$ cat src/rtl/core/xrg_pkg.sv
// ----------------------------------------------------------------------------
// xrg_pkg: shared definitions for the xoshiro random generator
// Operation codes, work kinds, fixed state words and the queue entry layout.
// ----------------------------------------------------------------------------
package xrg_pkg;

   localparam int OP_W        = 3;
   localparam int WORD_W      = 64;
   localparam int PROB_W      = 54;
   localparam int KIND_W      = 3;
   localparam int STATE_WORDS = 4;
   localparam int FRAC_SHIFT  = 11;

   localparam logic [OP_W-1:0] OP_RAW       = 3'd0;
   localparam logic [OP_W-1:0] OP_FRACTION  = 3'd1;
   localparam logic [OP_W-1:0] OP_RANGE     = 3'd2;
   localparam logic [OP_W-1:0] OP_BERNOULLI = 3'd3;
   localparam logic [OP_W-1:0] OP_RESEED    = 3'd4;

   localparam logic [KIND_W-1:0] KIND_RAW       = 3'd0;
   localparam logic [KIND_W-1:0] KIND_FRACTION  = 3'd1;
   localparam logic [KIND_W-1:0] KIND_RANGE     = 3'd2;
   localparam logic [KIND_W-1:0] KIND_BERNOULLI = 3'd3;
   localparam logic [KIND_W-1:0] KIND_RESEED    = 3'd4;
   localparam logic [KIND_W-1:0] KIND_EMPTY     = 3'd5;

   localparam logic [WORD_W-1:0] RESET_WORD0  = 64'h180E_C6D3_3CFD_0ABA;
   localparam logic [WORD_W-1:0] RESET_WORD1  = 64'hD5A6_1266_F0C9_392C;
   localparam logic [WORD_W-1:0] RESET_WORD2  = 64'hA958_2618_E03F_C9AA;
   localparam logic [WORD_W-1:0] RESET_WORD3  = 64'h39AB_DC45_29B1_661C;
   localparam logic [WORD_W-1:0] GOLDEN_GAMMA = 64'h9E37_79B9_7F4A_7C15;
   localparam logic [WORD_W-1:0] MIX_MUL1     = 64'hBF58_476D_1CE4_E5B9;
   localparam logic [WORD_W-1:0] MIX_MUL2     = 64'h94D0_49BB_1331_11EB;

   localparam int QUEUE_DEPTH = 2;
   localparam int QUEUE_PTR_W = $clog2(QUEUE_DEPTH);
   localparam int QUEUE_CNT_W = $clog2(QUEUE_DEPTH + 1);

   typedef logic [WORD_W-1:0] word_type;

   typedef struct packed {
      logic [KIND_W-1:0] kind;
      word_type          operand;
      word_type          diff;
      logic              full_span;
      logic [PROB_W-1:0] probability;
   } entry_type;

endpackage

$ cat src/rtl/core/xrg_queue.sv
// ----------------------------------------------------------------------------
// xrg_queue: short work queue between intake and execution
// A small circular buffer that lets the intake and the execution stall apart.
// ----------------------------------------------------------------------------
module xrg_queue import xrg_pkg::*; (
   input  logic      clock,
   input  logic      reset,
   input  logic      push,
   input  entry_type push_entry,
   output logic      full,
   input  logic      pop,
   output entry_type head,
   output logic      empty
);

   entry_type              slot_ff [QUEUE_DEPTH];
   logic [QUEUE_PTR_W-1:0] wr_ptr_ff, wr_ptr_in;
   logic [QUEUE_PTR_W-1:0] rd_ptr_ff, rd_ptr_in;
   logic [QUEUE_CNT_W-1:0] count_ff, count_in;

   function automatic logic [QUEUE_PTR_W-1:0] next_ptr(input logic [QUEUE_PTR_W-1:0] ptr);
      return (ptr == QUEUE_PTR_W'(QUEUE_DEPTH - 1)) ? '0 : ptr + 1'b1;
   endfunction

   assign full  = count_ff == QUEUE_CNT_W'(QUEUE_DEPTH);
   assign empty = count_ff == '0;
   assign head  = slot_ff[rd_ptr_ff];

   always_comb begin
      wr_ptr_in = push ? next_ptr(wr_ptr_ff) : wr_ptr_ff;
      rd_ptr_in = pop ? next_ptr(rd_ptr_ff) : rd_ptr_ff;
      count_in  = count_ff;
      if (push && !pop) begin
         count_in = count_ff + 1'b1;
      end else if (pop && !push) begin
         count_in = count_ff - 1'b1;
      end
   end

   always_ff @(posedge clock) begin
      if (reset) begin
         wr_ptr_ff <= '0;
         rd_ptr_ff <= '0;
         count_ff  <= '0;
      end else begin
         wr_ptr_ff <= wr_ptr_in;
         rd_ptr_ff <= rd_ptr_in;
         count_ff  <= count_in;
      end
      if (push) begin
         slot_ff[wr_ptr_ff] <= push_entry;
      end
   end

endmodule

$ cat config.mk
export PLATFORM = sky130hd
export DESIGN_NAME = xrg_queue
export DESIGN_NICKNAME = d
export VERILOG_FILES = /design/src/rtl/core/xrg_pkg.sv /design/src/rtl/core/xrg_queue.sv
export SDC_FILE = /design/constraint.sdc
export NUM_CORES = 1
export LEC_CHECK = 0
export ABC_AREA = 0
export ABC_CLOCK_PERIOD_IN_PS = 18080
export BUFFER_PORTS_ARGS = -buffer_cell sky130_fd_sc_hd__clkbuf_2
export CELL_PAD_IN_SITES_DETAIL_PLACEMENT = 1
export CELL_PAD_IN_SITES_GLOBAL_PLACEMENT = 1
export CORE_MARGIN = 10
export CORE_UTILIZATION = 48
export DETAILED_ROUTE_END_ITERATION = 12
export PLACE_DENSITY_LB_ADDON = 0.25
export SLEW_MARGIN = 25
export SYNTH_ARGS = -nofsm -noshare
export SYNTH_HDL_FRONTEND = slang
export SYNTH_SLANG_ARGS = --single-unit
$ cat constraint.sdc
create_clock -name clock -period 18.08 [get_ports clock]
set_clock_uncertainty 0.1 [all_clocks]
set_input_delay 3.616 -clock clock [delete_from_list [all_inputs] [get_ports clock]]
set_output_delay 3.616 -clock clock [all_outputs]
set_load 0.05 [all_outputs]
* Yosys cells after proc, flatten, opt, wreduce, memory -nomap -nowiden
Memories as Yosys holds them, arrays and structs flattened. A register that Yosys moved wholly into a read port is not among the register bits.
Cells that the tools add are included.
** Word-level totals
- ROM bits :: 0
- Memories kept :: 1
- Register bits :: 4
- Latch bits :: 0
- Output and inout port bits :: 188
- Bits in writable memories :: 372
- Bits of input ports :: 190
** Memory list
- slot_ff :: words 2, bits a word 186, rd ports 1, clocked after memory_dff 1, write ports 1, line xrg_queue.sv:16 : entry_type slot_ff [QUEUE_DEPTH];
** Operators by class
- Shift operators :: 0
- Multiply operators :: 0
- Reduce and logical (&&, ||, !) cells :: 6
- $add $sub $neg :: 4
- Div/mod/pow operators :: 0
- $lt $le $gt $ge :: 0
- Mux-type cells :: 8
- Eq/ne operators :: 1
- Bitwise logic cells :: 0
** Operators with widths (count)
- $mux 1 :: 6
- $mux 2 :: 2
- $add 1x1->1 const B :: 2
- $add 2x1->2 const B :: 1
- $eq 2x2->1 const B :: 1
- $logic_and 1x1->1 :: 2
- $logic_not 1->1 :: 2
- $logic_not 2->1 :: 1
- $reduce_bool 2->1 :: 1
- $sub 2x1->2 const B :: 1

* Longest topological paths before layout
- Word-level depth :: 4
- Mapped depth :: 5
- Depth with buffers taken out :: 5

* Worst setup path after synthesis
OpenSTA, ideal clock, no wires.
- Path type :: input to register
- Start point :: in push
- End point :: mem slot_ff[0][0] (netlist name), enable pin
- Required time :: 17.223 ns
- Setup slack :: 5.581 ns
- Stages on the path :: 1
- Path buffers :: 0
- Arrival :: 11.642 ns
- Cell sequence :: nor2b_1
** On the way
- Longest elaborated chain between the ends :: 2
** RTL lines
- start: declaration :: line xrg_queue.sv:8 : input logic push,
- $mux 1 :: line xrg_queue.sv:50 : if (push) begin
- $mux 1 (not written as such) :: line xrg_queue.sv:51 : slot_ff[wr_ptr_ff] <= push_entry;
- end: declaration :: line xrg_queue.sv:16
No other way between the ends.

==> results by stage <==
Run status:
- The flow ran to the end, and the final reports show no timing, DRC or antenna violations.

Floorplan:
- The initial standard-cell utilization of the core is 49.1%.
- The total area inside the core boundary comes to 28900 µm².
- The placement row count is 62.
- The width of the chip is 192 µm.
- The chip height is 192 µm.
- The number of placed I/O pins is 378.
- The area enclosed by the die boundary is 36900 µm².

Synth:
- The post-synthesis instance area is 14200 µm².
- The part of the Yosys area used for sequential elements is 79.3%.
- The fraction of synthesized cell area in xor and xnor cells is 0.247%.
- Of the total synthesized cell area, the portion taken by full adders, half adders and majority gates is 0.0881%.
- After Yosys synthesis, and, or, nand and nor cells account for 0.308% of the synthesized area.
- The synthesized netlist devotes 0.0705% of its cell area to compound gates.
- The flop and latch count out of synthesis is 377.
- The number of warnings reported in the yosys synthesis log is 0.
- The combinational family with the most area after synthesis is multiplexers.
- Synthesis handed over a netlist of 601 instances.
- The average cell area after synthesis is 23.6 µm².
- The portion of synthesized area spent on multiplexers is 18.4%.
- The number of different library cells in the post-synthesis netlist is 16.
- When the netlist entered floorplanning its net count stood at 792.

Routing:
- The final route contains 7113 vias.
- The number of search-and-repair iterations in the first detailed-routing pass is 6.
- The number of DRC violations after detailed-routing iteration 0 is 288.
- The DRC violation count after routing is 0.
- The final wirelength is 35.0 mm.
- After detailed routing, the average wire length per cell comes to 24.5 µm.
- The via-per-instance ratio is 4.98.
- The number of nets still failing antenna checks after routing is 0.

CTS:
- The number of clock buffers added by TritonCTS is 40.
- The cell chosen for the clock root is sky130_fd_sc_hd__clkbuf_16.
- The clock latency reported for the late side of the worst-skew pair is 0.51 ns.
- The total clock sinks is 377.
- CTS built an H-tree with a depth of 2.
- The post-CTS repair timing setup buffer count is 0.
- In this run the deepest clock path goes through 3 buffers.
- TritonCTS built the clock tree.
- Clock-pin slew was measured on the worst setup and hold paths at 0.06 ns.
- The count of hold buffers inserted by post-cts repair is 0.
- Once the clock tree was built, the resizer swapped 0 gates to a different size.

Finish:
- The commonest non-fill, non-tap cell in the layout is sky130_fd_sc_hd__clkbuf_2.
- Cells fill 61.4% of the core in the end.
- The number of nets in the layout is 1199.
- The filler cell count in the final layout is 2611.
- In the layout the commonest cells are sky130_fd_sc_hd__clkbuf_2, sky130_fd_sc_hd__edfxtp_1, sky130_fd_sc_hd__mux2_4, sky130_fd_sc_hd__mux2_2, sky130_fd_sc_hd__clkbuf_16.
- The post-route netlist has 60.7% of its cells at a drive strength greater than 1.
- The growth of design area from synthesis to finish is 25.1%.

Global routing:
- The largest net degree at the start of global routing is 81.
- The via count of the first global-routing pass is 7943.
- The number of antenna violations at the first check in global routing is 7.
- For this run, the total global-route usage over all layers was measured as 18.1%.
- The first global-routing pass estimated 49.7 mm of wire.
- Summed over all layers, the global routing overflow is 0.

Hold path:
- The path category of the worst min-delay check is reg2reg.

STA:
- Summed over all failing endpoints, the final setup total negative slack is 0 ns.
- In the post-route analysis, the smallest setup slack over all paths is 10.94 ns.
- Measured against its own limit, the worst slew margin works out to 30.6%.
- The hold violation total from the final report was 0.
- Setup violations remaining at the end of the flow were counted as 0.
- For the pin with the worst max-slew slack, the measured transition is 1.04 ns.
- Hold is met by 0.420 ns.
- After layout, the minimum clock period comes to 7.14 ns.
- Setup repair after global routing left no endpoint under its margin.
- Of the available clock period, the critical path in the final layout requires 39.5%.
- The count of pins over their slew limit is 0.
- Based on the critical path, the design can be clocked at up to 0.140 GHz.

Job:
- Across the run, the number of max-cap violations was 0.

Place:
- The wire-length estimate of the detail-placed layout is 25.5 mm.
- The congestion estimate from routability-driven global placement came to 0.771.
- The number of buffers inserted by port buffering is 377.
- The setup slack at placement is 11.42 ns.

Setup path:
- The setup check on the worst reg-to-reg path leaves a slack of 15.74 ns.
- Data arrives at the worst endpoint at 3.43 ns.
- Following the worst setup path forward leads to its endpoint at head[108].
- The worst register-to-register path begins at wr_ptr_ff$_SDFFE_PP0P_.
- The worst reg-to-reg path cell count is 2.
- The data required time of the worst path is 14.36 ns.
- The critical path is of the reg2out type.
- The worst setup path is captured at an output port.
- The worst setup path is launched from a flip-flop.
- The end of the worst register-to-register path is slot_ff[1][2]$_DFFE_PP_.
- The largest driver fanout on the critical path is 49.

Power:
- The analysis attributes to cell leakage a power of 7.06 nW.
- The worst vdd rail ir drop is 0.0852 mV.
- Power spread over the standard cell area amounts to 124 nW/µm².
[layer usage]
metal	up-vias	wire length, µm	part of all wire, %	global-route usage, %
li1	3217	-	-	-
met1	3552	12800	37	19.6
met2	282	18500	53	32.6
met3	60	2690	7.7	5.42
met4	2	979	2.8	6.68
met5	-	14	0.040	0
[power breakdown]
part / switching, W / leakage, nW / total [W] / internal, W
sequential: 0.0000198 / 3.53 / 0.00104 / 0.00102
clock: 0.000309 / 0.624 / 0.000777 / 0.000468
combinational: 0.000265 / 2.91 / 0.000381 / 0.000116
[sequential cells by signal (all words and copies together) (netlist names), named ones only]
register   cells
rd_ptr_ff      1
wr_ptr_ff      1
count_ff       2
slot_ff      372
[worst min-delay path by stage]
stage | slack (ns) | endpoint | from | depth (start not counted)
after floorplan | 0.36 | count_ff[1]$_SDFFE_PP0P_ | count_ff[1]$_SDFFE_PP0P_ | 2
after global placement | 0.40 | rd_ptr_ff$_SDFFE_PP0P_ | rd_ptr_ff$_SDFFE_PP0P_ | 2
after detailed placement | 0.40 | flip-flop | rd_ptr_ff$_SDFFE_PP0P_ | 2
after CTS | 0.42 | flip-flop | rd_ptr_ff$_SDFFE_PP0P_ | 2
after global routing | 0.50 | flip-flop | rd_ptr_ff$_SDFFE_PP0P_ | 2
final | 0.42 | rd_ptr_ff$_SDFFE_PP0P_ | rd_ptr_ff$_SDFFE_PP0P_ | 2
[cell usage after synthesis, drive strengths merged]
cell,n,area (µm²)
xor2,2,17.5
a21oi,1,5.00
dfxtp,5,100
mux2,186,2620
and2,1,6.26
buf,21,211
edfxtp,372,11200
nor2,5,18.8
o21ai,1,5.00
inv,1,3.75
nor2b,2,12.5
ha,1,12.5
xnor2,2,17.5
or3,1,6.26
[metrics by stage]
stage	power (W)	instances	instance area, µm²
floorplan	0.00136	601	14200
global placement	0.00143	1348	16400
detailed placement	0.00145	1350	16500
CTS	0.00223	1422	17800
global route	0.00228	1427	17800
finish	0.00220	1429	17800
[area by class of cell]
cell class	count	area [µm²]	area share, %
diodes	7	17.5	0.0986
clock buffers	51	1090	6.15
clock inverters	21	168	0.943
inverters	1	3.75	0.0211
multi-input cells	202	2730	15.4
flip-flops and latches	377	11300	63.4
well taps	384	480	2.70
repair buffers	386	2000	11.3
[cells by family (layout without fill, tap and decap cells)]
logic type / count (synthesis) / in the layout
and+or+nand+nor: 9 / 9
AOI/OAI and AO/OA: 2 / 2
other: 0 / 7
adders and majority gates: 1 / 1
muxes: 186 / 186
buffers and inverters: 22 / 459
xor gates and xnor gates: 4 / 4
DFF: 377 / 377
[critical path, stage by stage (launching register included)]
cell                       delay (ns)
sky130_fd_sc_hd__dfxtp_4         0.73
sky130_fd_sc_hd__buf_4           0.72
sky130_fd_sc_hd__buf_4           0.77
sky130_fd_sc_hd__mux2_4          0.36
sky130_fd_sc_hd__clkbuf_2        0.25
(Power assumes the default switching activity.)
