--- config.mk ---
export PLATFORM = sky130hd
export DESIGN_NAME = xrg_back_flat
export DESIGN_NICKNAME = d
export VERILOG_FILES = /design/src/rtl/core/xrg_pkg.sv /design/src/rtl/core/xrg_channels.sv /design/src/rtl/core/xrg_back.sv /design/src/flat_wrapper.sv
export SDC_FILE = /design/constraint.sdc
export NUM_CORES = 2
export LEC_CHECK = 0
export ABC_AREA = 1
export ABC_CLOCK_PERIOD_IN_PS = 42600
export BUFFER_PORTS_ARGS = -buffer_cell sky130_fd_sc_hd__buf_2
export CORE_MARGIN = 3
export CORE_UTILIZATION = 40
export DETAILED_ROUTE_END_ITERATION = 10
export HOLD_SLACK_MARGIN = 0.12
export PLACE_DENSITY_LB_ADDON = 0.1
export SLEW_MARGIN = 10
export SYNTH_ARGS = -nofsm -noshare
export SYNTH_HDL_FRONTEND = slang
export SYNTH_SLANG_ARGS = --single-unit
--- constraint.sdc ---
create_clock -name clock -period 42.6 [get_ports clock]
set_input_delay 6.39 -clock clock [delete_from_list [all_inputs] [get_ports clock]]
set_output_delay 6.39 -clock clock [all_outputs]
set_load 0.1 [all_outputs]
--- src/rtl/core/xrg_pkg.sv ---
// ----------------------------------------------------------------------------
// xrg_pkg: shared definitions for the xoshiro random generator
// Operation codes, work kinds, fixed state words and the queue entry layout.
// ----------------------------------------------------------------------------
package xrg_pkg;

   localparam int OP_W        = 3;
   localparam int WORD_W      = 64;
   localparam int PROB_W      = 54;
   localparam int KIND_W      = 3;
   localparam int STATE_WORDS = 4;
   localparam int FRAC_SHIFT  = 11;

   localparam logic [OP_W-1:0] OP_RAW       = 3'd0;
   localparam logic [OP_W-1:0] OP_FRACTION  = 3'd1;
   localparam logic [OP_W-1:0] OP_RANGE     = 3'd2;
   localparam logic [OP_W-1:0] OP_BERNOULLI = 3'd3;
   localparam logic [OP_W-1:0] OP_RESEED    = 3'd4;

   localparam logic [KIND_W-1:0] KIND_RAW       = 3'd0;
   localparam logic [KIND_W-1:0] KIND_FRACTION  = 3'd1;
   localparam logic [KIND_W-1:0] KIND_RANGE     = 3'd2;
   localparam logic [KIND_W-1:0] KIND_BERNOULLI = 3'd3;
   localparam logic [KIND_W-1:0] KIND_RESEED    = 3'd4;
   localparam logic [KIND_W-1:0] KIND_EMPTY     = 3'd5;

   localparam logic [WORD_W-1:0] RESET_WORD0  = 64'h180E_C6D3_3CFD_0ABA;
   localparam logic [WORD_W-1:0] RESET_WORD1  = 64'hD5A6_1266_F0C9_392C;
   localparam logic [WORD_W-1:0] RESET_WORD2  = 64'hA958_2618_E03F_C9AA;
   localparam logic [WORD_W-1:0] RESET_WORD3  = 64'h39AB_DC45_29B1_661C;
   localparam logic [WORD_W-1:0] GOLDEN_GAMMA = 64'h9E37_79B9_7F4A_7C15;
   localparam logic [WORD_W-1:0] MIX_MUL1     = 64'hBF58_476D_1CE4_E5B9;
   localparam logic [WORD_W-1:0] MIX_MUL2     = 64'h94D0_49BB_1331_11EB;

   localparam int QUEUE_DEPTH = 2;
   localparam int QUEUE_PTR_W = $clog2(QUEUE_DEPTH);
   localparam int QUEUE_CNT_W = $clog2(QUEUE_DEPTH + 1);

   typedef logic [WORD_W-1:0] word_type;

   typedef struct packed {
      logic [KIND_W-1:0] kind;
      word_type          operand;
      word_type          diff;
      logic              full_span;
      logic [PROB_W-1:0] probability;
   } entry_type;

endpackage

--- src/rtl/core/xrg_channels.sv ---


interface xrg_rsp_if import xrg_pkg::*; ();
   logic              valid;
   logic              ready;
   logic [WORD_W-1:0] value;

   modport source (output valid, value, input ready);
   modport sink (input valid, value, output ready);
endinterface

--- src/rtl/core/xrg_back.sv ---
// ----------------------------------------------------------------------------
// xrg_back: generator state and operation sequencer
// Holds the xoshiro256** words, runs draws, the bit-serial range remainder,
// the SplitMix64 reseed on a shared 32x32 multiplier, and the result register.
// ----------------------------------------------------------------------------
module xrg_back import xrg_pkg::*; (
   input  logic      clock,
   input  logic      reset,
   input  entry_type head,
   input  logic      queue_empty,
   output logic      pop,
   xrg_rsp_if.source rsp
);

   localparam int STATE_W   = 4;
   localparam int DIV_CNT_W = $clog2(WORD_W);
   localparam int HALF_W    = WORD_W / 2;
   localparam int ROUND_W   = $clog2(STATE_WORDS);

   localparam logic [STATE_W-1:0] S_IDLE      = 4'd0;
   localparam logic [STATE_W-1:0] S_DRAW      = 4'd1;
   localparam logic [STATE_W-1:0] S_OUT       = 4'd2;
   localparam logic [STATE_W-1:0] S_DIV       = 4'd3;
   localparam logic [STATE_W-1:0] S_ADD       = 4'd4;
   localparam logic [STATE_W-1:0] S_RES       = 4'd5;
   localparam logic [STATE_W-1:0] S_FINISH    = 4'd6;
   localparam logic [STATE_W-1:0] S_SEED_ADD  = 4'd7;
   localparam logic [STATE_W-1:0] S_SEED_MIX  = 4'd8;
   localparam logic [STATE_W-1:0] S_SEED_MUL  = 4'd9;
   localparam logic [STATE_W-1:0] S_SEED_WORD = 4'd10;

   localparam logic [1:0] MSTEP_LOW   = 2'd0;
   localparam logic [1:0] MSTEP_CROSS = 2'd1;
   localparam logic [1:0] MSTEP_SWAP  = 2'd2;
   localparam logic [1:0] MSTEP_LAST  = 2'd3;

   logic [STATE_W-1:0]   state_ff, state_in;
   logic [KIND_W-1:0]    kind_ff, kind_in;
   word_type             operand_ff, operand_in;
   logic                 full_ff, full_in;
   logic [PROB_W-1:0]    prob_ff, prob_in;
   word_type             span_ff, span_in;
   word_type             s_ff [STATE_WORDS];
   word_type             s_in [STATE_WORDS];
   word_type             t_ff, t_in;
   word_type             x_ff, x_in;
   word_type             rem_ff, rem_in;
   word_type             res_ff, res_in;
   logic [DIV_CNT_W-1:0] div_cnt_ff, div_cnt_in;
   word_type             z_ff, z_in;
   word_type             mul_a_ff, mul_a_in;
   word_type             acc_ff, acc_in;
   word_type             prod_ff, prod_in;
   logic [1:0]           mstep_ff, mstep_in;
   logic                 mul_sel_ff, mul_sel_in;
   logic [ROUND_W-1:0]   round_ff, round_in;
   logic                 rsp_valid_ff, rsp_valid_in;
   word_type             rsp_value_ff, rsp_value_in;

   word_type          times5;
   word_type          new0, new1, new2, new3;
   word_type          x9;
   logic [WORD_W:0]   trial, trial_diff;
   word_type          rem_next;
   word_type          mul_b;
   logic [HALF_W-1:0] mul_x, mul_y;
   word_type          cross_sum;
   logic              out_free;

   function automatic word_type rotl(input word_type v, input int unsigned amt);
      return (v << amt) | (v >> (WORD_W - amt));
   endfunction

   assign rsp.valid = rsp_valid_ff;
   assign rsp.value = rsp_value_ff;

   always_comb begin
      times5     = s_ff[1] + (s_ff[1] << 2);
      new2       = s_ff[2] ^ s_ff[0];
      new3       = s_ff[3] ^ s_ff[1];
      new1       = s_ff[1] ^ new2;
      new0       = s_ff[0] ^ new3;
      new2       = new2 ^ (s_ff[1] << 17);
      new3       = rotl(new3, 45);
      x9         = t_ff + (t_ff << 3);
      trial      = {rem_ff, x_ff[WORD_W-1]};
      trial_diff = trial - {1'b0, span_ff};
      rem_next   = trial_diff[WORD_W] ? trial[WORD_W-1:0] : trial_diff[WORD_W-1:0];
      mul_b      = mul_sel_ff ? MIX_MUL2 : MIX_MUL1;
      case (mstep_ff)
         MSTEP_LOW: begin
            mul_x = mul_a_ff[HALF_W-1:0];
            mul_y = mul_b[HALF_W-1:0];
         end
         MSTEP_CROSS: begin
            mul_x = mul_a_ff[HALF_W-1:0];
            mul_y = mul_b[WORD_W-1:HALF_W];
         end
         default: begin
            mul_x = mul_a_ff[WORD_W-1:HALF_W];
            mul_y = mul_b[HALF_W-1:0];
         end
      endcase
      cross_sum = acc_ff + {prod_ff[HALF_W-1:0], {HALF_W{1'b0}}};
      out_free  = !rsp_valid_ff || rsp.ready;

      pop          = 1'b0;
      state_in     = state_ff;
      kind_in      = kind_ff;
      operand_in   = operand_ff;
      full_in      = full_ff;
      prob_in      = prob_ff;
      span_in      = span_ff;
      s_in         = s_ff;
      t_in         = t_ff;
      x_in         = x_ff;
      rem_in       = rem_ff;
      res_in       = res_ff;
      div_cnt_in   = div_cnt_ff;
      z_in         = z_ff;
      mul_a_in     = mul_a_ff;
      acc_in       = acc_ff;
      prod_in      = prod_ff;
      mstep_in     = mstep_ff;
      mul_sel_in   = mul_sel_ff;
      round_in     = round_ff;
      rsp_valid_in = rsp_valid_ff && !rsp.ready;
      rsp_value_in = rsp_value_ff;

      unique case (state_ff)
         S_IDLE: begin
            if (!queue_empty) begin
               pop        = 1'b1;
               kind_in    = head.kind;
               operand_in = head.operand;
               full_in    = head.full_span;
               prob_in    = head.probability;
               span_in    = head.diff + 1'b1;
               z_in       = head.operand;
               round_in   = '0;
               mul_sel_in = 1'b0;
               case (head.kind)
                  KIND_RESEED: begin
                     state_in = S_SEED_ADD;
                  end
                  KIND_EMPTY: begin
                     res_in   = head.operand;
                     state_in = S_FINISH;
                  end
                  default: begin
                     state_in = S_DRAW;
                  end
               endcase
            end
         end
         S_DRAW: begin
            t_in     = rotl(times5, 7);
            s_in[0]  = new0;
            s_in[1]  = new1;
            s_in[2]  = new2;
            s_in[3]  = new3;
            state_in = S_OUT;
         end
         S_OUT: begin
            x_in       = x9;
            rem_in     = '0;
            div_cnt_in = '0;
            if (kind_ff == KIND_RANGE) begin
               state_in = full_ff ? S_ADD : S_DIV;
            end else begin
               state_in = S_RES;
            end
         end
         S_DIV: begin
            rem_in     = rem_next;
            x_in       = x_ff << 1;
            div_cnt_in = div_cnt_ff + 1'b1;
            if (div_cnt_ff == DIV_CNT_W'(WORD_W - 1)) begin
               state_in = S_ADD;
            end
         end
         S_ADD: begin
            res_in   = operand_ff + (full_ff ? x_ff : rem_ff);
            state_in = S_FINISH;
         end
         S_RES: begin
            case (kind_ff)
               KIND_RAW: begin
                  res_in = x_ff;
               end
               KIND_FRACTION: begin
                  res_in = x_ff >> FRAC_SHIFT;
               end
               default: begin
                  res_in = word_type'((x_ff >> FRAC_SHIFT) < word_type'(prob_ff));
               end
            endcase
            state_in = S_FINISH;
         end
         S_FINISH: begin
            if (out_free) begin
               rsp_valid_in = 1'b1;
               rsp_value_in = res_ff;
               state_in     = S_IDLE;
            end
         end
         S_SEED_ADD: begin
            z_in     = z_ff + GOLDEN_GAMMA;
            state_in = S_SEED_MIX;
         end
         S_SEED_MIX: begin
            mul_a_in = mul_sel_ff ? (z_ff ^ (z_ff >> 27)) : (z_ff ^ (z_ff >> 30));
            mstep_in = MSTEP_LOW;
            state_in = S_SEED_MUL;
         end
         S_SEED_MUL: begin
            prod_in  = {{HALF_W{1'b0}}, mul_x} * {{HALF_W{1'b0}}, mul_y};
            mstep_in = mstep_ff + 1'b1;
            case (mstep_ff)
               MSTEP_CROSS: begin
                  acc_in = prod_ff;
               end
               MSTEP_SWAP: begin
                  acc_in = cross_sum;
               end
               MSTEP_LAST: begin
                  z_in = cross_sum;
                  if (mul_sel_ff) begin
                     state_in = S_SEED_WORD;
                  end else begin
                     mul_sel_in = 1'b1;
                     state_in   = S_SEED_MIX;
                  end
               end
               default: begin
                  acc_in = acc_ff;
               end
            endcase
         end
         S_SEED_WORD: begin
            s_in[round_ff] = z_ff ^ (z_ff >> 31);
            round_in       = round_ff + 1'b1;
            mul_sel_in     = 1'b0;
            if (round_ff == ROUND_W'(STATE_WORDS - 1)) begin
               state_in = S_IDLE;
            end else begin
               state_in = S_SEED_ADD;
            end
         end
         default: begin
            state_in = S_IDLE;
         end
      endcase
   end

   always_ff @(posedge clock) begin
      if (reset) begin
         state_ff     <= S_IDLE;
         rsp_valid_ff <= 1'b0;
         div_cnt_ff   <= '0;
         mstep_ff     <= MSTEP_LOW;
         mul_sel_ff   <= 1'b0;
         round_ff     <= '0;
         s_ff[0]      <= RESET_WORD0;
         s_ff[1]      <= RESET_WORD1;
         s_ff[2]      <= RESET_WORD2;
         s_ff[3]      <= RESET_WORD3;
      end else begin
         state_ff     <= state_in;
         rsp_valid_ff <= rsp_valid_in;
         div_cnt_ff   <= div_cnt_in;
         mstep_ff     <= mstep_in;
         mul_sel_ff   <= mul_sel_in;
         round_ff     <= round_in;
         s_ff         <= s_in;
      end
      kind_ff      <= kind_in;
      operand_ff   <= operand_in;
      full_ff      <= full_in;
      prob_ff      <= prob_in;
      span_ff      <= span_in;
      t_ff         <= t_in;
      x_ff         <= x_in;
      rem_ff       <= rem_in;
      res_ff       <= res_in;
      z_ff         <= z_in;
      mul_a_ff     <= mul_a_in;
      acc_ff       <= acc_in;
      prod_ff      <= prod_in;
      rsp_value_ff <= rsp_value_in;
   end

endmodule

--- src/flat_wrapper.sv ---
// flat-port wrapper written by rule: the top's interface ports become plain ports
module xrg_back_flat import xrg_pkg::*;
  (clock, reset, head, queue_empty, pop, rsp_valid, rsp_value, rsp_ready);
  xrg_rsp_if rsp_i ();
  input  logic clock;
  input  logic reset;
  input  entry_type head;
  input  logic queue_empty;
  output logic pop;
  output wire logic [$bits(rsp_i.valid)-1:0] rsp_valid;
  output wire logic [$bits(rsp_i.value)-1:0] rsp_value;
  input wire logic [$bits(rsp_i.ready)-1:0] rsp_ready;
  assign rsp_valid = rsp_i.valid;
  assign rsp_value = rsp_i.value;
  assign rsp_i.ready = rsp_ready;
  xrg_back u_core (.clock(clock), .reset(reset), .head(head), .queue_empty(queue_empty), .pop(pop), .rsp(rsp_i));
endmodule
* Word-level counts from Yosys, hierarchy flattened
Index checks and enable logic that the tools add are counted.
** Word-level totals
- Memories kept :: 0
- ROM bits :: 0
- Flip-flop bits (word level) :: 1034
- Memory bits (writable) :: 0
- Logic and storage cells :: 141
- Latch bits :: 0
- Input bits :: 190
- Output and inout bits :: 66
** Cells by class
- Multiplexer cells :: 41
- Div/mod/pow operators :: 0
- $add $sub $neg :: 10
- Reduce and logical (&&, ||, !) cells :: 26
- Multipliers :: 1
- Shift-type cells :: 0
- $lt $le $gt $ge :: 3
- Bitwise logic cells :: 12
- Equal/unequal tests :: 24
** Operators by type and width (count)
- $mux W64 :: 8
- $pmux W256 S2 :: 1
- $pmux W64 S2 :: 4
- $pmux W64 S3 :: 2
- $xor A64 B64 Y64 :: 5
- $add A64 B64 Y64 :: 4
- $bwmux W256 :: 1
- $demux W64 S2 :: 1
- $sub A65 B64 Y65 :: 1
- $add A64 B1 Y64 const B :: 1
- $add A64 B64 Y64 const B :: 1
- $mul A32 B32 Y64 :: 1
- $mux W32 :: 2
- $or A64 B45 Y64 :: 1
- $or A64 B7 Y64 :: 1
- $xor A64 B33 Y64 :: 1
- $xor A64 B34 Y64 :: 1
- $xor A64 B37 Y64 :: 1
- $mux W62 :: 1
- $lt A53 B54 Y1 :: 1
- $pmux W4 S10 :: 1
- $mux W4 :: 5
- $eq A4 B3 Y1 const B :: 4
- $eq A4 B4 Y1 const B :: 3
- 35 further kinds :: 65

* Depth between registers and ports, before layout
- Word-level depth :: 7
- Mapped depth :: 38
- Depth with buffers taken out :: 37

* Worst setup path after synthesis
No wires, ideal clock.
- Kind :: input -> output
- Start point :: input queue_empty
- End point :: output pop
- Stages :: 1
- Buffers on the path :: 0
- Data required time :: 36.210 ns
- Data arrival time :: 15.272 ns
- Path slack :: 20.938 ns
- Path through :: nor2_1
** Between the ends
- Cells in the longest elaborated chain, start to end :: 2
** Ends and longest elaborated chain
- start, declared :: RTL line flat_wrapper.sv:8 : input logic queue_empty;
- $mux W1 :: RTL line xrg_back.sv:132 : if (!queue_empty) begin
- $mux W1 :: RTL line xrg_back.sv:130 : unique case (state_ff)
- end, declared :: RTL line flat_wrapper.sv:9 : output logic pop;
Every way passes these cells.

* Final worst setup path
Ends and elaborated chain as after synthesis.

==> impl_metrics.toml <==
[global_routing]
grt_pass1_vias = 93298
grt_start_max_net_pins = 127
gr-total-overflow = 0
grt_antenna_before_repair = 31
grt_pass1_wl_um = 681200
grt.total_usage = 0.3582

[clock_network]
tritoncts = "done"
clkSinkCount = 1034
post-cts-setup-buffers = 0
cts_max_level = 4
worstSkewPairLatency_ps = 830
clockBufferDepth = 3
cts_root_buffer = "clkbuf_16"
path_clk_slew_ps = 50
hold_buffers = 0
cts_made_buffers = 133
ctsResizeCount = 0

[setup_path]
crit_top_cell = "buf_2"
crit_slowest_cell = "buf_2"
arrival_ps = 7220
r2r_end = "u_core.prod_ff[46]$_DFFE_PP_"
criticalPathCategory = "input pin to output port"
worstReg2RegStart = "u_core.mul_sel_ff$_SDFFE_PP0P_"
r2r_setup_slack_ps = 31750
endpoint_kind = "output port"
critPathMaxFanout = 2
crit_required_ps = 36210
worst_setup_path_start_kind = "input pin"
cp_cell_sequence = "buf_2 -> nor2_4 -> buf_2"
ff2ff_path_depth = 28
critPathMaxStageDelay_ps = 480

[yosys]
syn-num-nets = 15393
syn-cell-area_um2 = 103400
synth_top_cell_by_area = "edfxtp_1"
netlist.area_leader.share = 0.2214
yosysUniqueCellTypes = 65
synth_edf_count = 762
synth_flop_cell = "edfxtp_1"
synthArstFlopShare = 0
synth-seq-area-share = 0.2741
ys_seq_elements = 1034
synth.most_common_cell = "nand2_1"
yosys_warnings = 0
synth_commonest_cells = "nand2_1 (3,239), inv_1 (2,626), nor2_1 (1,358), fa_1 (796), edfxtp_1 (762)"
postSynthCellCount = 13702
syn_avg_cell_area_um2 = 7.544
synthTopCellsByArea = "edfxtp_1 (22%), fa_1 (15%), nand2_1 (12%)"

[sta]
slew_headroom = 0.1313
timing.setup.tns_ps = 0
setup_viol = 0
setup_ws_ps = 28990
rsz0062_at_grt = "false"
max_clock_freq_mhz = 73.50
fin_skew_ps = 68.73
hold_viol = 0
worst_slew_pin_slew_ps = 1303
holdWs_ps = 386.3
period_share = 0.3194
slew_viol_final = 0
finalCriticalPeriod_ps = 13610

[placed_design]
portBuffers = 255
place_congestion = 1.022
placed_cell_area_um2 = 108400
dp_slack_ps = 28970
detailed_place_hpwl_um = 393400

[die]
die_h_um = 514.3
dieWidth_um = 514.3
fp.coreArea_um2 = 255500
rows = 185
num_io_pins = 256
initial_utilization = 0.4045
die_area_um2 = 264500

[power_and_ir_drop]
p_leak_nw = 54.04
power_density_nw_per_um2 = 77.66
vdd.ir_drop.worst_mv = 0.07177

[cells_and_area]
drive_above_1_share = 0.05828
fill_cells = 26382
multi_input_area_um2 = 63560
syn_to_final_growth_pct = 9.214
final_core_utilization = 0.4418
postLayoutCellArea_um2 = 112900
ff_latch_area_um2 = 28330
final_nets = 15552

[hold_path]
whs_endpoint = "u_core.rsp.value[0]$_DFFE_PP_"
hold_depth = 0
worstHoldStart = "u_core.res_ff[0]$_DFFE_PP_"
hp-class = "flop to flop"

[routing]
vias = 96545
firstDrtPassIters = 9
vias_per_cell = 5.564
drtAntennaViolNets = 0
drt_iter0_drc = 11328
drcViolationCount = 0
routed_wl_um = 484100
routed_wire_length_per_instance_um = 27.90

[run_status]
status = "finished clean"

[run]
drv_cap = 0
per-stage QoR:
stage | cells | total power [mW]
floorplan | 13702 | 5.247
global route | 17341 | 9.319
global placement | 17092 | 7.437
finish | 17353 | 8.767
detailed placement | 17092 | 7.451
CTS | 17333 | 8.638
sequential cells by signal (all words and copies together) (netlist names), 3 cells and up:
register	count
u_core.s_ff	256
u_core.z_ff	64
u_core.kind_ff	3
u_core.rsp.value	64
u_core.x_ff	64
u_core.operand_ff	64
u_core.res_ff	64
u_core.state_ff	4
u_core.t_ff	64
u_core.mul_a_ff	64
u_core.div_cnt_ff	6
u_core.rem_ff	64
u_core.acc_ff	64
u_core.prob_ff	54
u_core.span_ff	64
u_core.prod_ff	64
area by class of cell:
class	instances	share of cell area
flip-flops and latches	1034	0.2510
multi-input cells	9636	0.5630
repair buffers	396	0.02082
inverters	2660	0.08847
well taps	3366	0.03731
clock inverters	67	0.006606
clock buffers	174	0.03236
diodes	20	0.0004433
routing by layer:
layer,routed length (µm),track usage,vias to the layer above
met5,462,0.003836,-
met2,206700,0.5408,4791
met4,24060,0.1495,16
met3,44000,0.07005,776
li1,-,-,43858
met1,208900,0.5001,47104
critical path: cells and delay by family:
| kind | cells | cell delay (ps) |
|---|---|---|
| buffers and inverters | 2 | 600 |
| and+or+nand+nor | 1 | 220 |
kinds of logic after synthesis:
group	share of synthesized area
compound gates	0.1067
simple gates	0.2285
flops	0.2741
xor+xnor	0.03855
buf+inv	0.1127
fa+ha+maj	0.2395
report_power, final:
| part | leakage (nW) | switching, mW | total (mW) | internal, mW |
|---|---|---|---|---|
| Combinational | 42.6 | 4.05 | 5.68 | 1.64 |
| Clock | 2.14 | 0.496 | 1.15 | 0.656 |
| Sequential | 9.26 | 0.375 | 1.93 | 1.56 |
cell usage in the layout, fill, tap and decap left out, drive strengths merged, types with 5 or more instances in the layout:
| cell type | instances |
|---|---|
| clkinv | 63 |
| nand2 | 3260 |
| nor3 | 140 |
| a221oi | 41 |
| xor2 | 258 |
| buf | 396 |
| clkinvlp | 5 |
| o21a | 19 |
| diode | 20 |
| dfxtp | 272 |
| o21ai | 729 |
| o211ai | 55 |
| nor4 | 39 |
| nand3 | 669 |
| a21o | 39 |
| o2111ai | 29 |
| clkbuf | 174 |
| o221ai | 23 |
| a22o | 10 |
| nand4 | 94 |
| xnor2 | 197 |
| o21bai | 59 |
| nor2 | 1425 |
| or2 | 47 |
| bufinv | 7 |
| o22ai | 31 |
| a21boi | 15 |
| nand3b | 42 |
| a211o | 12 |
| a22oi | 31 |
| a221o | 6 |
| fa | 796 |
| inv | 2652 |
| edfxtp | 762 |
| a21oi | 746 |
| a32oi | 6 |
| and3 | 11 |
| o31ai | 10 |
| a31oi | 77 |
| ha | 705 |
worst max-delay path by stage:
stage | from | endpoint | slack, ps | cells past startpoint
finish | queue_empty | pop | 28990 | 3
detailed placement | queue_empty | pop | 28970 | 3
CTS | queue_empty | pop | 28970 | 3
global placement | queue_empty | pop | 28980 | 3
floorplan | queue_empty | pop | 20940 | 1
global route | queue_empty | pop | 28950 | 3
Note: power is estimated with default switching activity, not from simulation.
