File: config.mk
export PLATFORM = sky130hd
export DESIGN_NAME = xrg_front_flat
export DESIGN_NICKNAME = d
export VERILOG_FILES = /design/src/rtl/core/xrg_pkg.sv /design/src/rtl/core/xrg_channels.sv /design/src/rtl/core/xrg_front.sv /design/src/flat_wrapper.sv
export SDC_FILE = /design/constraint.sdc
export NUM_CORES = 1
export LEC_CHECK = 0
export ABC_CLOCK_PERIOD_IN_PS = 7100
export BUFFER_PORTS_ARGS = -buffer_cell sky130_fd_sc_hd__buf_2
export CELL_PAD_IN_SITES_DETAIL_PLACEMENT = 0
export CELL_PAD_IN_SITES_GLOBAL_PLACEMENT = 1
export CORE_AREA = 2 2 169 171
export DETAILED_ROUTE_END_ITERATION = 7
export DIE_AREA = 0 0 171 173
export PLACE_DENSITY = 0.73
export REMOVE_ABC_BUFFERS = 1
export SLEW_MARGIN = 20
export SYNTH_ARGS = -nofsm -noshare
export SYNTH_HDL_FRONTEND = slang
export SYNTH_SLANG_ARGS = --single-unit
export TNS_END_PERCENT = 100
File: constraint.sdc
create_clock -name vclk -period 7.1
set_clock_uncertainty 0.05 [all_clocks]
set_input_delay 0.71 -clock vclk [all_inputs]
set_output_delay 0.71 -clock vclk [all_outputs]
set_load 0.05 [all_outputs]
File: src/rtl/core/xrg_pkg.sv
// ----------------------------------------------------------------------------
// xrg_pkg: shared definitions for the xoshiro random generator
// Operation codes, work kinds, fixed state words and the queue entry layout.
// ----------------------------------------------------------------------------
package xrg_pkg;

   localparam int OP_W        = 3;
   localparam int WORD_W      = 64;
   localparam int PROB_W      = 54;
   localparam int KIND_W      = 3;
   localparam int STATE_WORDS = 4;
   localparam int FRAC_SHIFT  = 11;

   localparam logic [OP_W-1:0] OP_RAW       = 3'd0;
   localparam logic [OP_W-1:0] OP_FRACTION  = 3'd1;
   localparam logic [OP_W-1:0] OP_RANGE     = 3'd2;
   localparam logic [OP_W-1:0] OP_BERNOULLI = 3'd3;
   localparam logic [OP_W-1:0] OP_RESEED    = 3'd4;

   localparam logic [KIND_W-1:0] KIND_RAW       = 3'd0;
   localparam logic [KIND_W-1:0] KIND_FRACTION  = 3'd1;
   localparam logic [KIND_W-1:0] KIND_RANGE     = 3'd2;
   localparam logic [KIND_W-1:0] KIND_BERNOULLI = 3'd3;
   localparam logic [KIND_W-1:0] KIND_RESEED    = 3'd4;
   localparam logic [KIND_W-1:0] KIND_EMPTY     = 3'd5;

   localparam logic [WORD_W-1:0] RESET_WORD0  = 64'h180E_C6D3_3CFD_0ABA;
   localparam logic [WORD_W-1:0] RESET_WORD1  = 64'hD5A6_1266_F0C9_392C;
   localparam logic [WORD_W-1:0] RESET_WORD2  = 64'hA958_2618_E03F_C9AA;
   localparam logic [WORD_W-1:0] RESET_WORD3  = 64'h39AB_DC45_29B1_661C;
   localparam logic [WORD_W-1:0] GOLDEN_GAMMA = 64'h9E37_79B9_7F4A_7C15;
   localparam logic [WORD_W-1:0] MIX_MUL1     = 64'hBF58_476D_1CE4_E5B9;
   localparam logic [WORD_W-1:0] MIX_MUL2     = 64'h94D0_49BB_1331_11EB;

   localparam int QUEUE_DEPTH = 2;
   localparam int QUEUE_PTR_W = $clog2(QUEUE_DEPTH);
   localparam int QUEUE_CNT_W = $clog2(QUEUE_DEPTH + 1);

   typedef logic [WORD_W-1:0] word_type;

   typedef struct packed {
      logic [KIND_W-1:0] kind;
      word_type          operand;
      word_type          diff;
      logic              full_span;
      logic [PROB_W-1:0] probability;
   } entry_type;

endpackage

File: src/rtl/core/xrg_channels.sv
// ----------------------------------------------------------------------------
// xrg_channels: request and response channels of the random generator
// Each channel carries valid, ready and its payload, with source and sink views.
// ----------------------------------------------------------------------------
interface xrg_req_if import xrg_pkg::*; ();
   logic                     valid;
   logic                     ready;
   logic [OP_W-1:0]          operation;
   logic [WORD_W-1:0]        seed_value;
   logic signed [WORD_W-1:0] range_low;
   logic signed [WORD_W-1:0] range_high;
   logic [PROB_W-1:0]        probability;

   modport source (output valid, operation, seed_value, range_low, range_high, probability,
                   input ready);
   modport sink (input valid, operation, seed_value, range_low, range_high, probability,
                 output ready);
endinterface


File: src/rtl/core/xrg_front.sv
// ----------------------------------------------------------------------------
// xrg_front: request intake and classification
// Decodes the operation, prepares the range span and pushes work into the queue.
// ----------------------------------------------------------------------------
module xrg_front import xrg_pkg::*; (
   xrg_req_if.sink   req,
   input  logic      queue_full,
   output logic      push,
   output entry_type push_entry
);

   logic known;
   logic empty_range;

   assign req.ready = !queue_full;

   always_comb begin
      empty_range            = req.range_high <= req.range_low;
      push_entry.diff        = unsigned'(req.range_high - req.range_low);
      push_entry.full_span   = &push_entry.diff;
      push_entry.probability = req.probability;
      push_entry.operand     = (req.operation == OP_RESEED) ? req.seed_value
                                                            : unsigned'(req.range_low);
      known                  = 1'b1;
      unique case (req.operation)
         OP_RAW: begin
            push_entry.kind = KIND_RAW;
         end
         OP_FRACTION: begin
            push_entry.kind = KIND_FRACTION;
         end
         OP_RANGE: begin
            push_entry.kind = empty_range ? KIND_EMPTY : KIND_RANGE;
         end
         OP_BERNOULLI: begin
            push_entry.kind = KIND_BERNOULLI;
         end
         OP_RESEED: begin
            push_entry.kind = KIND_RESEED;
         end
         default: begin
            push_entry.kind = KIND_RAW;
            known           = 1'b0;
         end
      endcase
      push = req.valid && req.ready && known;
   end

endmodule

File: src/flat_wrapper.sv
// flat-port wrapper written by rule: the top's interface ports become plain ports
module xrg_front_flat import xrg_pkg::*;
  (queue_full, push, push_entry, req_valid, req_operation, req_seed_value, req_range_low, req_range_high, req_probability, req_ready);
  xrg_req_if req_i ();
  input  logic queue_full;
  output logic push;
  output entry_type push_entry;
  input wire logic [$bits(req_i.valid)-1:0] req_valid;
  input wire logic [$bits(req_i.operation)-1:0] req_operation;
  input wire logic [$bits(req_i.seed_value)-1:0] req_seed_value;
  input wire logic [$bits(req_i.range_low)-1:0] req_range_low;
  input wire logic [$bits(req_i.range_high)-1:0] req_range_high;
  input wire logic [$bits(req_i.probability)-1:0] req_probability;
  output wire logic [$bits(req_i.ready)-1:0] req_ready;
  assign req_i.valid = req_valid;
  assign req_i.operation = req_operation;
  assign req_i.seed_value = req_seed_value;
  assign req_i.range_low = req_range_low;
  assign req_i.range_high = req_range_high;
  assign req_i.probability = req_probability;
  assign req_ready = req_i.ready;
  xrg_front u_core (.req(req_i), .queue_full(queue_full), .push(push), .push_entry(push_entry));
endmodule
* Word level (Yosys, flattened, before mapping) *
Cells that the tools add are included.

word-level totals
  register bits = 0
  bits of input ports = 251
  output and inout port bits = 188
  word-level logic and storage cells = 16

cells by class
  equal/unequal tests = 4
  add/subtract/negate cells = 1
  magnitude comparators = 1
  mux-type cells = 4
  reductions and logical operators = 6

operators by type and width
  operator              number
  $le A64 B64 Y1        1
  $mux W64              1
  $reduce_and A64 Y1    1
  $sub A64 B64 Y64      1
  $pmux W3 S4           1
  $eq A3 B2 Y1 const B  2
  $reduce_or A5 Y1      1
  $eq A3 B1 Y1 const B  1
  $eq A3 B3 Y1 const B  1
  $logic_not A3 Y1      1
  $mux W3               1
  $logic_and A1 B1 Y1   2
  $logic_not A1 Y1      1
  $mux W1               1

* Longest topological paths before layout *
Gate-level depths: netlist of run 1.

  depth after elaboration = 4
  depth in mapped cells = 15
  depth with buffers taken out = 14

* Least setup slack after synthesis of run 1 *
Ideal clock, no wire load.

  kind = input to output
  start point = input req_range_high[0]
  end point = output push_entry[54] (netlist name)
  stages = 14
  arrival = 5.444 ns
  path slack = 0.896 ns
  data required time = 6.340 ns
  buffers on the path = 0
  cells stage by stage = inv_1 -> ha_1 -> fa_1 -> nand2b_2 -> a211oi_2 -> o211ai_2 -> and4_1 -> nor3_1 -> nand2_1 -> or4_1 -> or4_1 -> or4_1 -> nor4_1 -> and4_1

RTL lines
  item         line                text
  from (decl)  flat_wrapper.sv:12  input wire logic [$bits(req_i.range_high)-1:0] req_range_high;
  to (decl)    flat_wrapper.sv:7   output entry_type push_entry;

==> results_dict.tcl, run 1 <==
set metrics [dict create \
    fmax_ghz 0.166 \
    routed_wl_mm 30.0 \
    num_vias 7722 \
    grt_pass1_wl_mm 42.9 \
    grtUsageTotal_pct 18.9 \
    p_clk_share_pct 0 \
    io_pins 439 \
    ff_latch_area_um2 0 \
    drtPass1Iterations 7 \
    p_total_mw 1.11 \
    die_h_um 173 \
    status "complete, no violations" \
    seq_cells 0 \
    path_max_fanout 4 \
    core-area_mm2 0.0276 \
    hold_buffers 0 \
    rsz0062_at_grt "no" \
    start_util_pct 20.8 \
    end_kind "primary output" \
    nClkBuffers 0 \
    max_cap_viol_count 0 \
    fin_ws_ns 1.09 \
    synthDominantCellAreaShare_pct 13.9 \
    p_int_mw 0.295 \
    cp.arrival_ns 5.25 \
    timing.final.crit_share_pct 84.7 \
    die_area_mm2 0.0296 \
    synth_compound_area_share_pct 34.2 \
    cellPowerDensity_mw_per_mm2 151 \
    slew_headroom_pct 52.8 \
    synth_warnings 0 \
    dpl_worst_slack_ns 1.09 \
    fin_crit_ns 6.01 \
    grt_max_degree 65 \
    combPwrFrac_pct 100.0 \
    antenna_found_initial 2 \
    port_buffers 331 \
    vdd_drop_max_uv 64.2 \
    die_width_um 171 \
    seq_power_share_pct 0 \
    synthCells 952 \
    globalRouteOverflowTotal 0 \
    hp-class "primary input to primary output" \
    synth_cell_types 69 \
    hold_viol_final 0 \
    muxShareOfSynthArea_pct 0.371 \
    syn-cell-area_mm2 0.00574 \
    syn_avg_cell_area_um2 6.03 \
    synth_top_family_by_area "compound AO/OA/AOI/OAI gates" \
    worst_pin_slew_ns 0.700 \
    area_growth_syn_to_layout_pct 28.4 \
    synthAdderAreaFrac_pct 14.3 \
    yosys.area_share.simple_pct 27.8 \
    grt_pass1_vias 7333 \
    viasPerCell 4.89 \
    hpwl_mm 26.8 \
    synth.yosys.seq_area_share_pct 0 \
    p_sw_mw 0.818 \
    num_rows 61 \
    drt_iter0_markers 468 \
    yosys.area.top_type "ha_1" \
    cts.repair.resized 0 \
    critPathKind "primary input to primary output" \
    synthTopCellsByArea "ha_1, o21ai_0, nand2_1" \
    p_leak_nw 3.69 \
    drv_slew 0 \
    critPathRequiredTime_ns 6.34 \
    post_drt_wl_per_cell_um 19.0 \
    setup_viol 0 \
    drive_gt1_share_pct 29.8 \
    place_congestion 0.878 \
    switching_share_pct 73.5 \
    post_cts_buffers 0 \
    hold_depth 0 \
    synth-xor-area-share_pct 8.09 \
    drc 0 \
    fin_nets 1519 \
    ant_nets 0 \
    crit_path_start_kind "primary input" \
]
[final timing paths]
check	startpoint	to	slack (ns)
max	req_range_high[0]	push_entry[54]	1.09
min	req_probability[7]	push_entry[7]	1.37
[synthesized netlist by cell type (3+ instances only)]
cell      number
nor2_1        65
inv_1         90
a21o_1        12
a31oi_1        7
o21ai_0      111
a21oi_1       89
or3_1          4
a221oi_1       3
nand2_1      145
xnor2_1       29
o21ai_1        4
a211o_1        4
and2_1         6
ha_1          64
o211a_1        3
o21bai_1       9
o21a_1        17
nand4_1       17
and3_1        12
o31ai_1        4
o311a_1        3
or2_2          5
xor2_1        24
nor3_1        15
nand3_1       23
nor2b_1        9
or4_1          5
nor3b_1        3
and4_1         7
nand2b_1       9
buf_4         54
clkbuf_1      22
o41ai_1        3
a21oi_2        4
nor4_1         7
o211ai_1       9
buf_2          6
a211oi_1       9
[layout by cell type (no fill, tap or decap), drive strengths merged, types with 6 or more instances in the layout]
| cell | netlist | final |
|---|---|---|
| nor2b | 9 | 9 |
| buf | 63 | 334 |
| o21bai | 9 | 9 |
| o21ai | 117 | 117 |
| ha | 64 | 64 |
| or2 | 6 | 6 |
| nand3 | 23 | 23 |
| nor4 | 7 | 7 |
| a211oi | 10 | 10 |
| o211ai | 10 | 10 |
| a31oi | 7 | 7 |
| a21oi | 93 | 93 |
| xnor2 | 29 | 29 |
| nand4 | 17 | 17 |
| and3 | 12 | 12 |
| nor3 | 15 | 15 |
| o21a | 18 | 18 |
| nand2b | 10 | 10 |
| and4 | 7 | 7 |
| nor2 | 65 | 65 |
| nand2 | 145 | 145 |
| inv | 90 | 90 |
| xor2 | 24 | 24 |
| and2 | 6 | 6 |
| a21o | 12 | 12 |
[layer usage]
layer  part of all wire (%)  track usage (%)  wire length [um]
met4                    1.5             2.51               452
met1                     44             24.0             13300
met3                     11             8.03              3310
met5                   0.56             4.85               167
met2                     43             29.7             12800
[cells by family after synthesis]
kind of cell / Yosys count
xor gates and xnor gates: 53
adders and majority gates: 65
muxes: 2
buffers and inverters: 175
AOI/OAI and AO/OA: 317
and+or+nand+nor: 340
[power groups by stage]
stage,clock [mW],sequential (mW),combinational [mW]
2_1_floorplan,0,0,0.796
3_3_place_gp,0,0,1.11
3_5_place_dp,0,0,1.11
4_1_cts,0,0,1.12
5_1_grt,0.0000000188,0,1.19
6_report,0.0000000188,0,1.11
[layout make-up]
type / instances / area [um2]
Antenna cell: 1 / 2.50
Fill cell: 3215 / 20300
Inverter: 90 / 338
Multi-Input combinational cell: 777 / 4880
Tap cell: 378 / 473
Timing Repair Buffer: 334 / 1680
[worst max-delay path, stage by stage]
cell	delay [ns]
buf_2	0.08
inv_1	0.03
ha_1	0.20
fa_1	0.40
nand2b_2	0.21
a211oi_2	0.37
o21ai_0	0.29
nand2b_1	0.18
a31oi_1	0.17
xor2_1	0.20
or4_1	0.51
or4_1	0.47
or4_1	0.59
nor4_1	0.34
and4_1	0.23
buf_2	0.26
[metrics by stage]
step                      area, um2  hold slack (ns)  utilization, %  instances  setup TNS (ns)
final                          7370             1.37            26.7       1580               0
after CTS                      7360             1.37            26.6       1579               0
after detailed placement       7360             1.37            26.6       1579               0
after global placement         7360             1.37            26.6       1579               0
after floorplan                5200             1.37               -        867         -177.28
after global routing           7370             1.37            26.7       1580               0
(Power assumes the default switching activity.)
==> run 2, diff against run 1 <==
--- a/config.mk
+++ b/config.mk
@@ -5,14 +5,14 @@
 export SDC_FILE = /design/constraint.sdc
 export NUM_CORES = 1
 export LEC_CHECK = 0
-export ABC_CLOCK_PERIOD_IN_PS = 7100
+export ABC_CLOCK_PERIOD_IN_PS = 5800
 export BUFFER_PORTS_ARGS = -buffer_cell sky130_fd_sc_hd__buf_2
 export CELL_PAD_IN_SITES_DETAIL_PLACEMENT = 0
 export CELL_PAD_IN_SITES_GLOBAL_PLACEMENT = 1
-export CORE_AREA = 2 2 169 171
+export CORE_AREA = 2 2 171 173
 export DETAILED_ROUTE_END_ITERATION = 7
-export DIE_AREA = 0 0 171 173
-export PLACE_DENSITY = 0.73
+export DIE_AREA = 0 0 173 175
+export PLACE_DENSITY = 0.71
 export REMOVE_ABC_BUFFERS = 1
 export SLEW_MARGIN = 20
 export SYNTH_ARGS = -nofsm -noshare
==> constraint.sdc (replaced) <==
create_clock -name vclk -period 5.8
set_clock_uncertainty 0.05 [all_clocks]
set_input_delay 0.58 -clock vclk [all_inputs]
set_output_delay 0.58 -clock vclk [all_outputs]
set_load 0.05 [all_outputs]
==> results_dict.tcl, run 2 (same netlist as run 1, synthesis figures left out) <==
set metrics [dict create \
    status "complete, no violations" \
    routed_wl_mm 29.8 \
    holdPathEnd "push_entry[11]" \
    path_max_fanout 4 \
    cpPeakStageDelay_ns 0.60 \
    fmax_ghz 0.178 \
    antenna_found_initial 1 \
    multi_input_area_mm2 0.00488 \
    grt_max_degree 65 \
    grt_pass1_vias 7344 \
    layout_commonest_cell "buf_2" \
    post-route-util_pct 26.1 \
    die_h_um 175 \
    globalRouteOverflowTotal 0 \
    p_total_mw 1.37 \
    hpwl_mm 26.8 \
    port_buffers 331 \
    p_sw_mw 1.00 \
    hold_viol_final 0 \
    crit_slowest_cell "or4_1" \
    critPathKind "primary input to primary output" \
    seq_power_share_pct 0 \
    drtPass1Iterations 7 \
    hp-class "primary input to primary output" \
    num_vias 7759 \
    ant_nets 0 \
    p_clk_share_pct 0 \
    nFillCells 3332 \
    place_congestion 0.854 \
    grtUsageTotal_pct 18.3 \
    path_cells "buf_2, inv_1, ha_1, fa_1, nand2b_2, a211oi_4, o21ai_0, nand2b_1, a31oi_1, xor2_1, or4_1, or4_1, or4_1, nor4_1, and4_1, clkbuf_4" \
    dpl_worst_slack_ns 0.107 \
    fin_nets 1525 \
    switching_share_pct 73.3 \
    viasPerCell 4.88 \
    hold_buffers 0 \
    p_int_mw 0.364 \
    drv_slew 0 \
    end_kind "primary output" \
    ff_latch_area_um2 0 \
    max_cap_viol_count 0 \
    slew_headroom_pct 58.7 \
    fin_ws_ns 0.192 \
    core-area_mm2 0.0284 \
    start_util_pct 20.2 \
    io_pins 439 \
    die_area_mm2 0.0303 \
    die_width_um 173 \
    drive_gt1_share_pct 30.1 \
    drt_iter0_markers 477 \
    area_growth_syn_to_layout_pct 29.3 \
    worst_pin_slew_ns 0.619 \
    crit_path_start_kind "primary input" \
    critPathRequiredTime_ns 5.17 \
    nClkBuffers 0 \
    combPwrFrac_pct 100.0 \
    seq_cells 0 \
    vdd_drop_max_uv 85.6 \
    fin_crit_ns 5.61 \
    final_cell_mix "buf_2, nand2_1, o21ai_0" \
    worst_path_most_repeated_cell "or4_1" \
    min_from "req_probability[11]" \
    rsz0062_at_grt "no" \
    drc 0 \
    setup_viol 0 \
    p_leak_nw 3.72 \
    num_rows 62 \
    hold_depth 0 \
    grt_pass1_wl_mm 43.3 \
    timing.final.crit_share_pct 96.7 \
    diodes 0 \
    cp.arrival_ns 4.98 \
    cellPowerDensity_mw_per_mm2 184 \
    post_drt_wl_per_cell_um 18.7 \
]
run 2: cell count changes in the layout (fill, tap and decap cells not counted):
cell      change
buf_4         +6
a211oi_2      -1
a211oi_4      +1
buf_2         -1
clkbuf_4      +1
diode_2       -1
nor4_1        +1
nor4_2        -1
run 2: power groups by stage:
stage / clock network, mW / logic, mW / registers, mW
after floorplan: 0 / 0.975 / 0
after global placement: 0 / 1.36 / 0
after detailed placement: 0 / 1.36 / 0
after CTS: 0 / 1.37 / 0
after global routing: 0 / 1.46 / 0
final: 0 / 1.37 / 0
run 2: metrics by stage:
step	hold slack, ns	instance area, um2	instances	TNS (ns)
detailed placement	1.11	7410	1591	0
CTS	1.11	7410	1591	0
floorplan	1.11	5200	867	-243.98
finish	1.11	7420	1591	0
global placement	1.11	7410	1591	0
global route	1.11	7420	1591	0
run 2: worst max-delay path by stage:
stage	start	end	slack, ns	cells past startpoint
2_1_floorplan	req_operation[1]	push_entry[120]	-3.83	2
3_3_place_gp	req_range_high[0]	push_entry[54]	0.12	16
3_5_place_dp	req_range_high[0]	push_entry[54]	0.11	16
4_1_cts	req_range_high[0]	push_entry[54]	0.08	16
5_1_grt	req_range_high[0]	push_entry[54]	0.005	16
6_report	req_range_high[0]	push_entry[54]	0.19	16
run 2: final cells by class:
type | instances | area share [%]
Inverter | 90 | 4.55
Tap cell | 384 | 6.47
Timing Repair Buffer | 340 | 23.3
Multi-Input combinational cell | 777 | 65.7
run 2: critical path, delay by kind of cell:
family                     cells  cell delay [ns]
xor gates and xnor gates       1             0.20
buffers and inverters          3             0.33
AOI/OAI and AO/OA              3             0.69
adders and majority gates      2             0.63
and+or+nand+nor                7             2.54
run 2: routing by layer:
metal | global-route usage [%] | routed length, um | vias to the layer above
met2 | 29.3 | 13100 | 373
li1 | - | - | 3818
met4 | 0.742 | 156 | 8
met1 | 23.5 | 13000 | 3535
met3 | 7.62 | 3280 | 25
met5 | 6.89 | 274 | -
run 2: what timing repair did:
item,CTS,global route
hold endpoints to repair,0,0
gates resized for setup,0,2
buffers inserted,0,0
setup endpoints to repair,0,1
==> run 3, diff against run 2 <==
--- a/config.mk
+++ b/config.mk
@@ -12,6 +12,7 @@
 export CORE_AREA = 2 2 171 173
 export DETAILED_ROUTE_END_ITERATION = 7
 export DIE_AREA = 0 0 173 175
+export MAX_ROUTING_LAYER = met4
 export PLACE_DENSITY = 0.71
 export REMOVE_ABC_BUFFERS = 1
 export SLEW_MARGIN = 20
==> results_dict.tcl, run 3 (same netlist as run 1, synthesis figures left out) <==
set metrics [dict create \
    status "complete, no violations" \
    seq_cells 0 \
    slew_headroom_pct 53.5 \
    antenna_found_initial 2 \
    num_vias 7740 \
    io_pins 439 \
    grt_max_degree 65 \
    nClkBuffers 0 \
    hp-class "primary input to primary output" \
    post_drt_wl_per_cell_um 18.7 \
    area_growth_syn_to_layout_pct 29.4 \
    grt_pass1_wl_mm 43.2 \
    num_rows 62 \
    drv_slew 0 \
    combPwrFrac_pct 100.0 \
    die_h_um 175 \
    layout_commonest_cell "buf_2" \
    max_cap_viol_count 0 \
    path_cells "buf_2, inv_1, ha_1, fa_1, nand2b_2, a211oi_4, o21a_1, o221ai_2, a2111oi_4, nand4_1, or4_1, or4_1, or4_1, nor4_1, and4_1, clkbuf_4" \
    post_cts_buffers 0 \
    core-area_mm2 0.0284 \
    placedInstanceArea_mm2 0.00741 \
    worst_path_most_repeated_cell "or4_1" \
    seq_power_share_pct 0 \
    setup_viol 0 \
    final_area_mm2 0.00743 \
    grt_pass1_vias 7309 \
    hold_viol_final 0 \
    vdd_drop_max_uv 89.1 \
    routed_wl_mm 29.8 \
    rsz0062_at_grt "no" \
    crit_slowest_cell "or4_1" \
    worst_pin_slew_ns 0.695 \
    cp.arrival_ns 4.95 \
    whs_ns 1.11 \
    p_clk_share_pct 0 \
    fin_crit_ns 5.58 \
    hold_depth 0 \
    ant_nets 0 \
    end_kind "primary output" \
    switching_share_pct 73.3 \
    drt_iter0_markers 375 \
    holdPathEnd "push_entry[11]" \
    fin_nets 1525 \
    fmax_ghz 0.179 \
    critPathKind "primary input to primary output" \
    globalRouteOverflowTotal 0 \
    drive_gt1_share_pct 30.1 \
    cpPeakStageDelay_ns 0.61 \
    drtPass1Iterations 5 \
    final_cell_mix "buf_2, nand2_1, o21ai_0" \
    crit_path_start_kind "primary input" \
    min_from "req_probability[11]" \
    critPathRequiredTime_ns 5.17 \
    hpwl_mm 26.8 \
    drc 0 \
    viasPerCell 4.86 \
    setup-tns-final_ns 0 \
    p_total_mw 1.36 \
    p_sw_mw 1.00 \
    timing.final.crit_share_pct 96.1 \
    p_leak_nw 3.72 \
    cellPowerDensity_mw_per_mm2 184 \
    ff_latch_area_um2 0 \
    p_int_mw 0.364 \
    die_area_mm2 0.0303 \
    place_congestion 0.873 \
    grtUsageTotal_pct 18.9 \
    start_util_pct 20.2 \
    die_width_um 173 \
    path_max_fanout 4 \
    port_buffers 331 \
]
## run 3: cell types whose count changed in the layout (fill, tap and decap cells not counted)
| cell | change |
|---|---|
| diode_2 | +2 |
## run 3: stage by stage
stage	util, %	setup WS [ns]	instances
final	26.2	0.225	1593
after global routing	26.2	0.00433	1593
after CTS	26.1	0.0858	1591
after detailed placement	26.1	0.103	1591
after global placement	26.1	0.112	1591
after floorplan	-	-3.83	867
## run 3: layout make-up
class | count | area (um2)
Antenna cell | 2 | 5.00
Fill cell | 3328 | 21000
Multi-Input combinational cell | 777 | 4880
Inverter | 90 | 338
Timing Repair Buffer | 340 | 1730
Tap cell | 384 | 480
## run 3: worst max-delay path, delay by kind of cell
family | cells | cell delay (ns)
adder cells (fa/ha/maj) | 2 | 0.61
AND/OR/NAND/NOR | 7 | 2.48
buffers and inverters | 3 | 0.34
AO/OA/AOI/OAI | 4 | 0.94
## run 3: how the worst max path moves through the flow
stage / from / endpoint
2_1_floorplan: req_operation[1] / push_entry[120]
3_3_place_gp: req_range_high[0] / push_entry[54]
3_5_place_dp: req_range_high[0] / push_entry[54]
4_1_cts: req_range_high[0] / push_entry[54]
5_1_grt: req_range_high[0] / push_entry[54]
6_report: req_range_high[0] / push_entry[54]
## run 3: metal layers
metal  GRT usage [%]  share of wire [%]  wire (um)
met5               -                  0          0
met4            1.73               0.98        291
met3            8.25                 11       3320
met2            29.1                 43      12800
met1            23.6                 45      13400
## run 3: power groups by stage
stage / combinational [mW] / clock (mW) / sequential [mW]
6_report: 1.36 / 0.0000000463 / 0
5_1_grt: 1.46 / 0.0000000462 / 0
4_1_cts: 1.37 / 0 / 0
3_5_place_dp: 1.36 / 0 / 0
3_3_place_gp: 1.36 / 0 / 0
2_1_floorplan: 0.975 / 0 / 0
## run 3: what timing repair did
item | in CTS | in global routing
hold buffers | 0 | 0
endpoints found under the setup margin | 0 | 1
gates resized for setup | 0 | 2
hold endpoints to repair | 0 | 0
